File: src/rtl/core/qai_mul.sv
// shared signed 32x32 multiplier with registered product
`default_nettype none
module qai_mul (
  input  wire logic               clk,
  input  wire logic signed [31:0] a,
  input  wire logic signed [31:0] b,
  output logic signed [63:0]      p_r
);
  logic signed [63:0] p_nxt;

  assign p_nxt = a * b;

  always_ff @(posedge clk) begin
    p_r <= p_nxt;
  end
endmodule
`default_nettype wire

File: config.mk
export PLATFORM = sky130hd
export DESIGN_NAME = qai_mul
export DESIGN_NICKNAME = d
export VERILOG_FILES = /design/src/rtl/core/qai_mul.sv
export SDC_FILE = /design/constraint.sdc
export NUM_CORES = 2
export LEC_CHECK = 0
export ABC_AREA = 0
export ABC_CLOCK_PERIOD_IN_PS = 14700
export BUFFER_PORTS_ARGS = -buffer_cell sky130_fd_sc_hd__buf_2
export CAP_MARGIN = 30
export CORE_ASPECT_RATIO = 1.1
export CORE_MARGIN = 5
export CORE_UTILIZATION = 40
export CTS_BUF_LIST = sky130_fd_sc_hd__clkbuf_16
export CTS_CLUSTER_SIZE = 20
export DETAILED_ROUTE_END_ITERATION = 7
export GPL_ROUTABILITY_DRIVEN = 1
export PLACE_DENSITY = 0.53
export SYNTH_ARGS = -nofsm -noshare
export SYNTH_HDL_FRONTEND = slang
export SYNTH_SLANG_ARGS = --single-unit
File: constraint.sdc
create_clock -name clk -period 14.7 [get_ports clk]
set_clock_uncertainty 0.2 [all_clocks]
set_input_delay 2.205 -clock clk [delete_from_list [all_inputs] [get_ports clk]]
set_output_delay 2.205 -clock clk [all_outputs]
set_load 0.05 [all_outputs]
==> impl_metrics.ini <==
[yosys]
yosys_warnings = 0
syn-cell-area_sq_mm = 0.0376
synth_sequential_area_ratio_pct = 3.40
yosysUniqueCellTypes = 70
yosysMostFrequentCell = fa_1
syn_nets = 5280
yosys.area_share.xor_xnor_pct = 1.72
synth_adder_area_share_pct = 63.7
muxShareOfSynthArea_pct = 0
netlist_top_cells_area = fa_1 (58%), inv_1 (9.5%), and2_1 (8.5%), ha_1 (6.1%), nand2_1 (5.2%)
synth_compound_area_share_pct = 3.84
synth_edf_count = 0
synth_top_family_by_area = adder cells
ys_async_sr_fraction_pct = 0
ys.flop_type = dfxtp_1
synthesis.instances = 3949
yosysTopAreaCellShare_pct = 57.6
yosysTopAreaCell = fa_1
synthSimpleGateAreaFrac_pct = 15.7
syn_avg_cell_area_sq_um = 9.53
ys_seq_elements = 64
ys_top_cells_by_count = fa_1 (1082), inv_1 (949), nand2_1 (524), and2_1 (513), clkbuf_1 (200)

[sta]
period_needed_ns = 10.58
slew_headroom_pct = 39.9
max_freq_mhz = 94.5
setup-tns-final_ns = 0
min_period_over_period_pct = 72.0
setup_viol = 0
hold_viol = 0
rsz0062_at_grt = no
maxSlewViolCount = 0
tightest_slew_ns = 0.902

[cells_and_area]
multi_input_area_sq_mm = 0.0320
seq_area_sq_mm = 0.00128
syn_to_final_growth_pct = 4.93
regMostFlops = p_r
nNetsFinal = 5225
fin_cells = 5163
reg_top3 = p_r (64)
fin_util_pct = 42.1
fill_cells = 9349
final_layout_size_suffix_gt1_share_pct = 5.16
largest_reg_flops = 64

[detailed_routing]
vias = 25600
drc = 0
met1Wirelength_mm = 38.8
drt_iter0_drc = 1090
wl_met2_mm = 57.5
dr.pass1.iters = 6
wl_met3_mm = 3.23
viasPerCell = 4.97
highest_layer = met4
routed_wl_mm = 104
wl_per_cell_microns = 20.2
ant_nets = 0

[setup_path]
path_class = in2reg
crit_fanout = 32
cp_cell_sequence = buf_2 > and2_1 > fa_1 > fa_1 > fa_1 > fa_1 > inv_1 > fa_1 > inv_1 > fa_1 > inv_1 > fa_1 > inv_1 > fa_1 > ha_1 > nand4_1 > or3_1 > o21ai_0 > a211oi_2 > o32ai_1 > nor2_1 > a31o_2 > xnor2_1
crit_path_frequent_cell = fa_1
setup.worst_path.end_class = flop
cp_slowest_cell = fa_1
arrival_ns = 10.60
crit_required_ns = 14.73
crit_path_start_kind = input port
max_stage_delay_ns = 1.00

[cts]
htree_levels = 3
post_cts_buffers = 0
cts-resized-gates = 0
cts_made_buffers = 9
numClockSinks = 64
clk_pin_slew_worst_paths_ns = 0.06
cts_tree = built
postCtsHoldBufs = 0
cts_max_path_buffers = 2
cts_root_buf = clkbuf_16

[global_routing]
grt_max_degree = 33
antenna_found_initial = 5
grt_pass1_vias = 29100
grtUsageTotal_pct = 21.6
grt_pass1_wl_mm = 167
overflow = 0

[outcome]
outcome = finished, final reports clean

[floorplan]
start_util_pct = 40.1
die_x_microns = 302
coreArea_sq_mm = 0.0938
row_count = 118
ios = 129
die_area_sq_mm = 0.100
die_height_microns = 332

[placement]
gp_congestion = 0.861
hpwl_mm = 87.0
placed_cells = 5143
port-buffer-count = 128

[min_path]
hp-class = in2reg

[job]
cap_violations = 0
## cell families (layout without fill, tap and decap cells)
kind of cell | after synthesis | count (layout)
fa+ha+maj | 1266 | 1266
simple gates | 1178 | 1178
buf+inv | 1163 | 1113
flops | 64 | 64
compound gates | 204 | 204
other cells | 0 | 4
xor+xnor | 74 | 74
## cell type report
class                           instances  share of cell area, %
Clock inverter                          7                  0.196
Inverter                              949                   9.02
Multi-Input combinational cell       2722                   80.9
Antenna cell                            4                 0.0253
Sequential cell                        64                   3.24
Timing Repair Buffer                  148                   2.00
Tap cell                             1260                   3.99
Clock buffer                            9                  0.570
## worst paths after layout
kind / slack [ns] / end / startpoint / depth (start not counted)
worst max-delay path: 4.12 / p_r[63] / b[3] / 23
worst min-delay path: 2.25 / p_r[0] / b[0] / 2
## metrics by stage
stage,hold slack (ns),cell area [sq um],worst slack (ns)
after floorplan,2.13,37600,4.95
after global placement,2.47,39200,3.95
after detailed placement,2.47,39200,3.82
after CTS,2.24,39500,4.17
after global routing,2.26,39500,3.71
final,2.25,39500,4.12
## layer usage
layer / vias to the layer above / global-route usage, %
li1: 11100 / -
met1: 13800 / 25.5
met2: 519 / 40.7
met3: 189 / 1.92
met4: 0 / 7.88
met5: - / 0
## placed cells by master, fill, tap and decap left out, types with 7 or more instances in the layout
cell type / n
nand4_1: 11
a21o_1: 33
fa_1: 1082
and3_1: 9
inv_1: 949
nor2b_1: 8
dfxtp_1: 64
nand3_1: 17
xnor2_1: 52
ha_1: 184
buf_4: 20
and2_1: 513
nand2b_1: 13
xor2_1: 22
nand2_1: 524
nor2_1: 61
o21ai_0: 36
a21oi_1: 63
nor3_1: 7
buf_2: 128
clkbuf_16: 9
## worst max-delay path: cells and delay by family
| kind | cells | cell delay (ns) |
|---|---|---|
| adders and majority gates | 9 | 5.28 |
| buffers and inverters | 5 | 1.13 |
| and+or+nand+nor | 4 | 1.07 |
| AOI/OAI and AO/OA | 4 | 0.77 |
| xor gates and xnor gates | 1 | 0.12 |
Power is left out: the tool's default activity adds up to more than one toggle a clock period on the data nets, which glitch-free logic cannot reach.
