<file path="src/rtl/core/qai_sqrt.sv">
// iterative integer square root of a 64-bit value, one result bit per cycle
`default_nettype none
module qai_sqrt (
  input  wire logic        clk,
  input  wire logic        rst_n,
  input  wire logic        start,
  input  wire logic [63:0] n,
  output logic             done_r,
  output logic [31:0]      root_r
);
  logic        busy_r;
  logic [4:0]  cnt_r;
  logic [63:0] nsh_r;
  logic [33:0] rem_r;
  logic [35:0] rem_sh;
  logic [35:0] trial;
  logic        ge;
  logic [33:0] rem_nxt;
  logic [31:0] root_nxt;

  always_comb begin
    rem_sh   = {rem_r, nsh_r[63:62]};
    trial    = {2'b00, root_r, 2'b01};
    ge       = (rem_sh >= trial);
    rem_nxt  = ge ? 34'(rem_sh - trial) : rem_sh[33:0];
    root_nxt = {root_r[30:0], ge};
  end

  always_ff @(posedge clk) begin
    if (!rst_n) begin
      busy_r <= 1'b0;
      done_r <= 1'b0;
    end else begin
      done_r <= 1'b0;
      if (start) begin
        busy_r <= 1'b1;
        cnt_r  <= '0;
        nsh_r  <= n;
        rem_r  <= '0;
        root_r <= '0;
      end else if (busy_r) begin
        rem_r  <= rem_nxt;
        root_r <= root_nxt;
        nsh_r  <= {nsh_r[61:0], 2'b00};
        cnt_r  <= cnt_r + 5'd1;
        if (cnt_r == 5'd31) begin
          busy_r <= 1'b0;
          done_r <= 1'b1;
        end
      end
    end
  end
endmodule
`default_nettype wire

</file>
<file path="config.mk">
export PLATFORM = sky130hd
export DESIGN_NAME = qai_sqrt
export DESIGN_NICKNAME = d
export VERILOG_FILES = /design/src/rtl/core/qai_sqrt.sv
export SDC_FILE = /design/constraint.sdc
export NUM_CORES = 1
export LEC_CHECK = 0
export BUFFER_PORTS_ARGS = -buffer_cell sky130_fd_sc_hd__buf_2
export CAP_MARGIN = 10
export CELL_PAD_IN_SITES_DETAIL_PLACEMENT = 0
export CELL_PAD_IN_SITES_GLOBAL_PLACEMENT = 1
export CORE_ASPECT_RATIO = 0.9
export CORE_UTILIZATION = 51
export DETAILED_ROUTE_END_ITERATION = 16
export PLACE_DENSITY = 0.84
export SYNTH_ARGS = -nofsm -noshare
export SYNTH_HDL_FRONTEND = slang
export SYNTH_SLANG_ARGS = --single-unit
export TNS_END_PERCENT = 20
</file>
<file path="constraint.sdc">
create_clock -name clk -period 11.2 [get_ports clk]
set_clock_uncertainty 0.2 [all_clocks]
set_input_delay 2.24 -clock clk [delete_from_list [all_inputs] [get_ports clk]]
set_output_delay 2.24 -clock clk [all_outputs]
set_load 0.05 [all_outputs]
</file>
==> run_results.csv <==
group,metric,value,unit
setup_path,path_max_fanout,88,
yosys,synth.distinct_cells,65,
global_routing,grtUsageTotal,20.4,%
yosys,synth_warnings,0,
setup_path,crit_type,"in -> reg",
setup_path,cp.depth,3,
yosys,syn_inst,627,
power,powerDensity,177,nW/um2
cells_and_area,nets,828,
cells_and_area,most-common-layout-cells,"edfxtp_1 (135), buf_2 (98), nor2_1 (86), mux2_2 (62), inv_1 (43)",
setup_path,rr_worst_depth,11,
sta,finalSetupTns,0,ns
sta,period_needed,4.49,ns
routing,drtIter0Drc,329,
floorplanning,io_pins,100,
setup_path,crit_slowest_cell,"buf_4",
yosys,syn-num-nets,730,
clock_tree,worstSkewPairLatency,0.43,ns
cells_and_area,syn_to_final_growth,16.4,%
setup_path,crit_top_cell,"buf_4",
yosys,ys_seq_elements,137,
placed_design,port_buffers,99,
setup_path,crit_required,11.04,ns
worst_hold_path,hold_depth,1,
yosys,syn_area,7580,um2
yosys,avgSynthCellArea,12.1,um2
cells_and_area,final_common_cell,"edfxtp_1",
clock_tree,clk_path_buf_depth,2,
sta,max_freq,223,MHz
cells_and_area,antenna_cells,0,
cells_and_area,fin_area,8820,um2
worst_hold_path,hold_class,"reg -> reg",
global_routing,grt_pass1_wl,24000,um
routing,num_vias,5052,
power,ir_worst_vdd,0.000127,V
job,max_cap_viol_count,0,
routing,finalWirelength,14600,um
clock_tree,root_buffer,"clkbuf_16",
setup_path,crit_path_end_kind,"register",
floorplanning,die_height,118,um
sta,rsz0062_at_grt,"false",
cells_and_area,fillers,1199,
global_routing,grt_antenna_before_repair,0,
yosys,synthArstFlopShare,0,%
yosys,synth_edf_count,135,
routing,dr.pass1.iters,5,
placed_design,dpl.hpwl,9980,um
run_status,status,"complete, no violations",
routing,wl_per_cell,15.7,um
floorplanning,row_count,41,
setup_path,path_delay_family,"buffers and inverters",
global_routing,grt_pass1_vias,4951,
floorplanning,start_util,53.2,%
setup_path,crit_chain,"buf_4, o21a_4, buf_4",
setup_path,cp-start-kind,"input pin",
cells_and_area,final_cell_count_no_fill,931,
clock_tree,post_cts_resized,0,
clock_tree,numCtsBuffers,17,
placed_design,placed_cells,899,
sta,fin_crit_sh,40.1,%
yosys,seq_area_frac_synth,54.0,%
routing,vias_per_cell,5.43,
routing,ant_nets,0,
setup_path,max_stage_delay,0.95,ns
clock_tree,cts_setup_buffers,0,
setup_path,critPathArrivalTime,4.33,ns
global_routing,grt_max_degree,91,
clock_tree,ctsHoldBuffers,0,
clock_tree,cts_tree,"built",
sta,finalHoldViolations,0,
sta,relSlewSlack,26.4,%
cells_and_area,multi_input_area,3210,um2
global_routing,grt_overflow_total,0,
routing,drc,0,
cells_and_area,final_layout_size_suffix_gt1_share,28.9,%
clock_tree,h-tree-depth,4,
sta,worstMarginPinSlew,1.10,ns
placed_design,postPlaceCellArea,8230,um2
floorplanning,die_area,15400,um2
sta,finalMaxSlewViolations,0,
power,leakage,3.67,nW
sta,setup_viol,0,
placed_design,place.gp.congestion,0.831,
floorplanning,core,14300,um2
cells_and_area,final_util,61.9,%
yosys,synth_ff_type,"edfxtp_1",
cells_and_area,seq_area,4090,um2
clock_tree,clk_pin_slew,0.06,ns
setup_path,cp_num_buf_inv,2,
floorplanning,die_width,131,um
clock_tree,cts_sinks,137,
-- path summary, 6_finish.rpt --
check / startpoint / to / slack, ns
max: start / rem_r[17] / 6.71
min: busy_r / done_r / 0.29
max reg2reg: rem_r[23] / rem_r[5] / 7.10
min reg2reg: busy_r / done_r / 0.29
-- state kept, by name, indices dropped and copies added, names as in the netlist --
name / flops
nsh_r: 64
rem_r: 34
root_r: 32
cnt_r: 5
busy_r: 1
done_r: 1
-- power breakdown --
part | switching [mW] | internal [mW]
clock | 0.225 | 0.352
sequential | 0.0170 | 0.619
combinational | 0.202 | 0.145
-- layer usage --
metal	global-route usage, %	vias to the layer above	routed length, um	share of wire [%]
li1	-	2510	-	-
met2	30.4	112	6770	46
met4	6.03	0	150	1.0
met3	7.82	9	776	5.3
met5	0	-	0	0
met1	27.4	2421	6890	47
-- cells by family after synthesis --
kind of cell | count (synthesis) | synth area share (%)
AND/OR/NAND/NOR | 168 | 10.4
multiplexers | 85 | 12.2
buffers and inverters | 66 | 3.81
XOR/XNOR | 30 | 3.46
flip-flops | 137 | 54.0
AO/OA/AOI/OAI | 105 | 10.1
adder cells (fa/ha/maj) | 36 | 5.94
-- through the flow --
step / hold WS, ns / setup WS [ns] / total power, mW
floorplan: 0.254 / 5.09 / 0.924
global placement: 0.288 / 6.27 / 0.985
detailed placement: 0.287 / 6.18 / 0.992
CTS: 0.295 / 6.67 / 1.57
global route: 0.307 / 6.48 / 1.63
finish: 0.293 / 6.71 / 1.56
-- layout make-up --
cell class              count  share of cell area (%)
clock inverters            13                    1.89
flip-flops and latches    137                    46.4
clock buffers              19                    4.91
repair buffers            102                    5.90
multi-input cells         424                    36.4
well taps                 193                    2.74
inverters                  43                    1.83
-- Yosys cell counts, types with 2 or more instances --
| cell | n | area share, % |
|---|---|---|
| edfxtp_1 | 135 | 53 |
| nor2_1 | 86 | 4.3 |
| mux2_2 | 62 | 9.2 |
| inv_1 | 43 | 2.1 |
| ha_1 | 36 | 5.9 |
| a21oi_1 | 30 | 2.0 |
| mux2i_1 | 23 | 3.0 |
| xnor2_1 | 19 | 2.2 |
| nand2_1 | 18 | 0.89 |
| a21o_1 | 15 | 1.5 |
| clkbuf_1 | 14 | 0.69 |
| nor3_1 | 12 | 0.79 |
| xor2_1 | 11 | 1.3 |
| nand3_1 | 10 | 0.66 |
| a211oi_1 | 8 | 0.79 |
| nor2b_1 | 8 | 0.66 |
| or2_2 | 6 | 0.50 |
| a31oi_1 | 5 | 0.41 |
| and2_1 | 5 | 0.41 |
| o21a_1 | 5 | 0.50 |
| o21ai_0 | 5 | 0.33 |
| o21bai_1 | 5 | 0.50 |
| and3_1 | 4 | 0.33 |
| nand4_1 | 4 | 0.33 |
| or3_1 | 4 | 0.33 |
| buf_2 | 3 | 0.20 |
| buf_4 | 3 | 0.30 |
| o21ai_1 | 3 | 0.20 |
| a2111oi_0 | 2 | 0.23 |
| a211o_1 | 2 | 0.23 |
| a221oi_1 | 2 | 0.23 |
| a32o_1 | 2 | 0.26 |
| buf_6 | 2 | 0.30 |
| dfxtp_1 | 2 | 0.53 |
| o211ai_1 | 2 | 0.20 |
| or2_1 | 2 | 0.16 |
(Power assumes the default switching activity.)
