## src/rtl/core/qai_div.sv

```systemverilog
// restoring divider: round(m * 2^frac / r), one quotient bit per cycle
`default_nettype none
module qai_div #(
  parameter int unsigned FRAC_BITS = 30
) (
  input  wire logic                 clk,
  input  wire logic                 rst_n,
  input  wire logic                 start,
  input  wire logic [30:0]          m,
  input  wire logic [31:0]          r,
  output logic                      done_r,
  output logic [FRAC_BITS:0]        q_r
);
  localparam int unsigned QB    = FRAC_BITS + 1;
  localparam int unsigned NUM_W = 32 + FRAC_BITS;
  localparam int unsigned CW    = $clog2(QB + 1);

  logic              busy_r;
  logic [CW-1:0]     cnt_r;
  logic [32:0]       rem_r;
  logic [QB-1:0]     low_r;
  logic [NUM_W-1:0]  num;
  logic [32:0]       rem_sh;
  logic              ge;
  logic [32:0]       rem_nxt;

  always_comb begin
    num     = {1'b0, m, {FRAC_BITS{1'b0}}} + NUM_W'(r >> 1);
    rem_sh  = {rem_r[31:0], low_r[QB-1]};
    ge      = (rem_sh >= {1'b0, r});
    rem_nxt = ge ? 33'(rem_sh - {1'b0, r}) : rem_sh;
  end

  always_ff @(posedge clk) begin
    if (!rst_n) begin
      busy_r <= 1'b0;
      done_r <= 1'b0;
    end else begin
      done_r <= 1'b0;
      if (start) begin
        busy_r <= 1'b1;
        cnt_r  <= '0;
        // high part is already below r since the quotient fits in frac+1 bits
        rem_r  <= 33'(num[NUM_W-1:QB]);
        low_r  <= num[QB-1:0];
        q_r    <= '0;
      end else if (busy_r) begin
        rem_r <= rem_nxt;
        low_r <= {low_r[QB-2:0], 1'b0};
        q_r   <= {q_r[QB-2:0], ge};
        cnt_r <= cnt_r + CW'(1);
        if (cnt_r == CW'(QB - 1)) begin
          busy_r <= 1'b0;
          done_r <= 1'b1;
        end
      end
    end
  end
endmodule
`default_nettype wire

```

## config.mk

```make
export PLATFORM = sky130hd
export DESIGN_NAME = qai_div
export DESIGN_NICKNAME = d
export VERILOG_FILES = /design/src/rtl/core/qai_div.sv
export SDC_FILE = /design/constraint.sdc
export NUM_CORES = 1
export LEC_CHECK = 0
export BUFFER_PORTS_ARGS = -buffer_cell sky130_fd_sc_hd__buf_4
export CAP_MARGIN = 15
export CORE_ASPECT_RATIO = 2
export CORE_UTILIZATION = 40
export DETAILED_ROUTE_END_ITERATION = 12
export PLACE_DENSITY = 0.6
export SLEW_MARGIN = 0
export SYNTH_ARGS = -nofsm -noshare
export SYNTH_HDL_FRONTEND = slang
export SYNTH_SLANG_ARGS = --single-unit
export TNS_END_PERCENT = 10
```

## constraint.sdc

```tcl
create_clock -name clk -period 10.2 [get_ports clk]
set_clock_uncertainty 0.2 [all_clocks]
set_input_delay 2.04 -clock clk [delete_from_list [all_inputs] [get_ports clk]]
set_output_delay 2.04 -clock clk [all_outputs]
set_load 0.05 [all_outputs]
```

==> out/summary.md <==
The first global-routing pass estimated 27.2 mm of wire. For the portion of total power attributed to sequential cells, the log shows 41.0%. The count of distinct cell types in the synthesized netlist is 68. Across the run, the number of max-cap violations was 0. Dividing the detail-routed wire length by the instance count gives 17.6 µm.

The top cell type by area accounts for 43.1% of the synthesized area. The post-route setup TNS came out at 0 ps. Among the stages of the critical path, the cell type that occurs most often is sky130_fd_sc_hd__a21o_1. The initial antenna violation count is 0. Of the total synthesized cell area, the portion taken by AND, OR, NAND and NOR gates is 14.2%.

Area enclosed by the die boundary: 17800 µm². The run gives 199 MHz as the highest clock rate. Among all flip-flop cells after synthesis, the most frequent one is sky130_fd_sc_hd__edfxtp_1. The die outline width works out to 94.8 µm. STA classifies the critical path endpoint as a flop. The antenna diode instance count was 0; the maximum number of pins on one net before global-route repair was 62.

The number of port buffers is 97. Among all cell types in the netlist, the one instantiated most often is sky130_fd_sc_hd__edfxtp_1. Once placement finished, the instance area stood at 7760 µm². After synthesis, the largest family of logic cells by area is compound AO/OA/AOI/OAI gates. The synthesized netlist devotes 6.86% of its cell area to XOR and XNOR gates. The share of synthesized cell area in full adder, half adder and majority cells is 6.83%. The cell sitting at the root of the clock tree is a sky130_fd_sc_hd__clkbuf_16.

After floorplanning, the core was divided into 67 placement rows. The via count of the first global-routing pass came out at 5471. Cells fill 48.2% of the core in the end. For the worst-skew pair, the clock arrives at the later sink with an insertion delay of 360 ps. The library cell contributing the largest single delay on the critical path is sky130_fd_sc_hd__a21o_1. The run gives 10080 ps as the required time of the critical path. After the last flow step, the layout net total stands at 844. Overall via count from detail_route: 5194. The number of clock buffers added by TritonCTS is 9. Setup violations remaining at the end of the flow were counted as 0.

Setup slack on the worst reg-to-reg path comes out at 6550 ps. The analysis attributes to net switching a power of 0.000382 W. Yosys printed 0 warnings.

The logs give 3.36 nW for the static power due to leakage and 44.8% for the worst slew margin relative to its limit. The peak supply drop is 88.1 µV. The first detailed-routing pass took 5 iterations. The data arrival time of the critical path came out at 4900 ps. The count of routing violations after the opening detailed-route iteration was 192; the depth of the worst register-to-register path was 10.

The number of pins exceeding their max-slew limit in the final report was 0. The worst setup path is of the primary input to flop kind. Number of enable flip-flop cells after synthesis: 99.

The clock transition at the registers of the reported paths came out at 70 ps. Setup repair after global routing left no endpoint under its margin. The run gives 0 as the count of final hold-check violations. The cell taking the most area after synthesis is sky130_fd_sc_hd__edfxtp_1.

The synthesized netlist occupies a cell area of 6890 µm². The run gives 0 as the number of buffers inserted by post-CTS setup repair. Of all flip-flops after synthesis, the portion carrying an async set or reset was 0%. When the netlist entered floorplanning its net count stood at 759.

The count of cells along the worst hold path came out at 1. The share of total power dissipated in combinational logic is 28.0%. Of the cells placed in the final design, the portion with a size suffix greater than 1 is 22.0%.

In this run the vertical extent of the chip is 188 µm. The fraction of synthesized area in multiplexers was 9.13%. For the finished layout, the period the worst path requires is 5020 ps. The worst min-delay path class was flop to flop. In the routed design, unresolved DRC markers number 0. For this design the top-level I/O count stands at 98. For the maximum number of buffers from clock root to sink, the log shows 2.

The run finished with clean final reports. Detailed placement finished with a half-perimeter wire length of 12.9 mm. In the global route stage, overall resource usage came out at 19.9%. Dividing total power by cell area gives a power density of 155 nW/µm².

The tools report the part of the total power dissipated in the clock network as 31.0%. On the worst path, the slowest cell contributes a delay of 650 ps. The relative area change from synthesis to final layout was 17.4%.

The fraction of the mapped netlist area in compound gates was 14.5%. Wires add up to 16.7 mm. Each instance of the synthesized netlist takes up on average 10.5 µm². Traced cell by cell, the critical path runs through buf_4 -> inv_1 -> ha_1 -> a21o_1 -> a21o_1 -> a21o_1 -> nor2_1 -> nor4_1 -> a21o_1 -> buf_4 -> mux2i_1 -> mux2i_1.

TritonCTS built the clock tree. The number of vias per cell was 5.45. The core region is 16800 µm².

The start point of the worst hold path was busy_r. The tools report the final design instance area without fill as 8090 µm². The number of nets with antenna violations after routing came out at 0.

The internal power of the cells totals 0.000871 W. Dividing the final minimum period by the clock period gives 49.2%. By count the netlist is led by sky130_fd_sc_hd__edfxtp_1 (99), sky130_fd_sc_hd__inv_1 (45), sky130_fd_sc_hd__nand2_1 (45), sky130_fd_sc_hd__nor2b_1 (37), sky130_fd_sc_hd__ha_1 (36). The synthesis-stage register bit count was 101. In this run the critical register-to-register path is captured at rem_r[12]. In this run the critical register-to-register path is launched from rem_r[21]. For this design, the CTS-stage hold fixing added 0 buffers. For this configuration, the core starts out at a cell density of 41.1%. For the sequential share of the synthesized area, the log shows 43.7%. The highest fanout seen on the critical path works out to 14. The residual overflow from global routing was 0; the transition time of the tightest slew-check pin was 828 ps. Clock tree synthesis found a total of 101 sinks. The worst setup path is launched from a primary input. After technology mapping, the gate count stands at 656. The switching share of power is 30.5%.

By area the synthesized netlist is led by sky130_fd_sc_hd__edfxtp_1 (43%), sky130_fd_sc_hd__ha_1 (6.5%), sky130_fd_sc_hd__mux2_2 (5.1%). Post-CTS repair changed the size of 0 cells. For hold timing, the worst endpoint is done_r. The weighted congestion reported at the end of routability-driven placement was 0.895; the H-tree depth reported by CTS was 3.
power groups by stage:
stage | registers (W) | clock network [W] | logic [W]
after floorplan | 0.000545 | 0 | 0.000239
after global placement | 0.000523 | 0 | 0.000348
after detailed placement | 0.000524 | 0 | 0.000352
after CTS | 0.000515 | 0.000395 | 0.000354
after global routing | 0.000518 | 0.000411 | 0.000388
final | 0.000514 | 0.000388 | 0.000351
how the worst max path moves through the flow:
| stage | startpoint | to | slack, ps |
|---|---|---|---|
| after global placement | r[22] | rem_r[13] | 4860 |
| final | r[22] | rem_r[12] | 5180 |
| after global routing | r[22] | rem_r[7] | 4930 |
| after CTS | r[22] | rem_r[13] | 5150 |
| after floorplan | start | cnt_r[0] | 4690 |
| after detailed placement | r[22] | rem_r[13] | 4790 |
worst max-delay path: cells and delay by family:
family,cells,cell delay [ps]
simple gates,2,530
buf+inv,3,500
fa+ha+maj,1,360
compound gates,4,1160
mux,2,310
layout make-up:
cell class	count	area, µm²
clock buffer	10	239
clock inverter	6	91.3
fill	1595	8680
inverter	46	173
multi-input combinational	483	3560
sequential	101	3010
tap	207	259
timing repair buffer	100	751
sequential cells by signal (all words and copies together) (netlist names):
register and cells:
q_r 31, cnt_r 5, rem_r 32, done_r 1
busy_r 1, low_r 31
per-stage QoR:
step                total power [W]  cells  hold WS (ps)  setup WS [ps]
floorplan                  0.000784    656           254           4690
global placement           0.000871    937           281           4860
detailed placement         0.000875    937           297           4790
CTS                         0.00126    953           310           5150
global route                0.00132    953           313           4930
finish                      0.00125    953           309           5180
per-layer routing:
metal,vias up,part of all wire [%],track usage (%)
met2,99,57,38.4
met3,23,3.0,3.00
met5,-,0,0
li1,2572,-,-
met1,2500,38,20.7
met4,0,2.2,7.17
layout by cell type, fill, tap and decap left out, types with 6 or more instances in the layout:
cell and n:
sky130_fd_sc_hd__a22oi_1 6, sky130_fd_sc_hd__o21ai_0 13, sky130_fd_sc_hd__edfxtp_1 99, sky130_fd_sc_hd__a21oi_1 31, sky130_fd_sc_hd__and3_1 10, sky130_fd_sc_hd__o21ai_1 14, sky130_fd_sc_hd__inv_1 45, sky130_fd_sc_hd__xnor2_1 32
sky130_fd_sc_hd__mux2_2 31, sky130_fd_sc_hd__ha_1 36, sky130_fd_sc_hd__nor2_1 32, sky130_fd_sc_hd__mux2i_1 28, sky130_fd_sc_hd__nand4_1 12, sky130_fd_sc_hd__nor3_1 7, sky130_fd_sc_hd__a21o_1 25, sky130_fd_sc_hd__nand2_1 45
sky130_fd_sc_hd__xor2_1 22, sky130_fd_sc_hd__clkbuf_16 9, sky130_fd_sc_hd__buf_4 100, sky130_fd_sc_hd__nand3_1 22, sky130_fd_sc_hd__nor2b_1 37
cells by family (layout without fill, tap and decap cells):
| group | Yosys count | in the layout |
|---|---|---|
| fa+ha+maj | 37 | 37 |
| simple gates | 190 | 190 |
| flops | 101 | 101 |
| compound gates | 143 | 143 |
| buf+inv | 72 | 162 |
| xor+xnor | 54 | 54 |
| mux | 59 | 59 |
No activity file was read; power rests on OpenSTA's default activity.
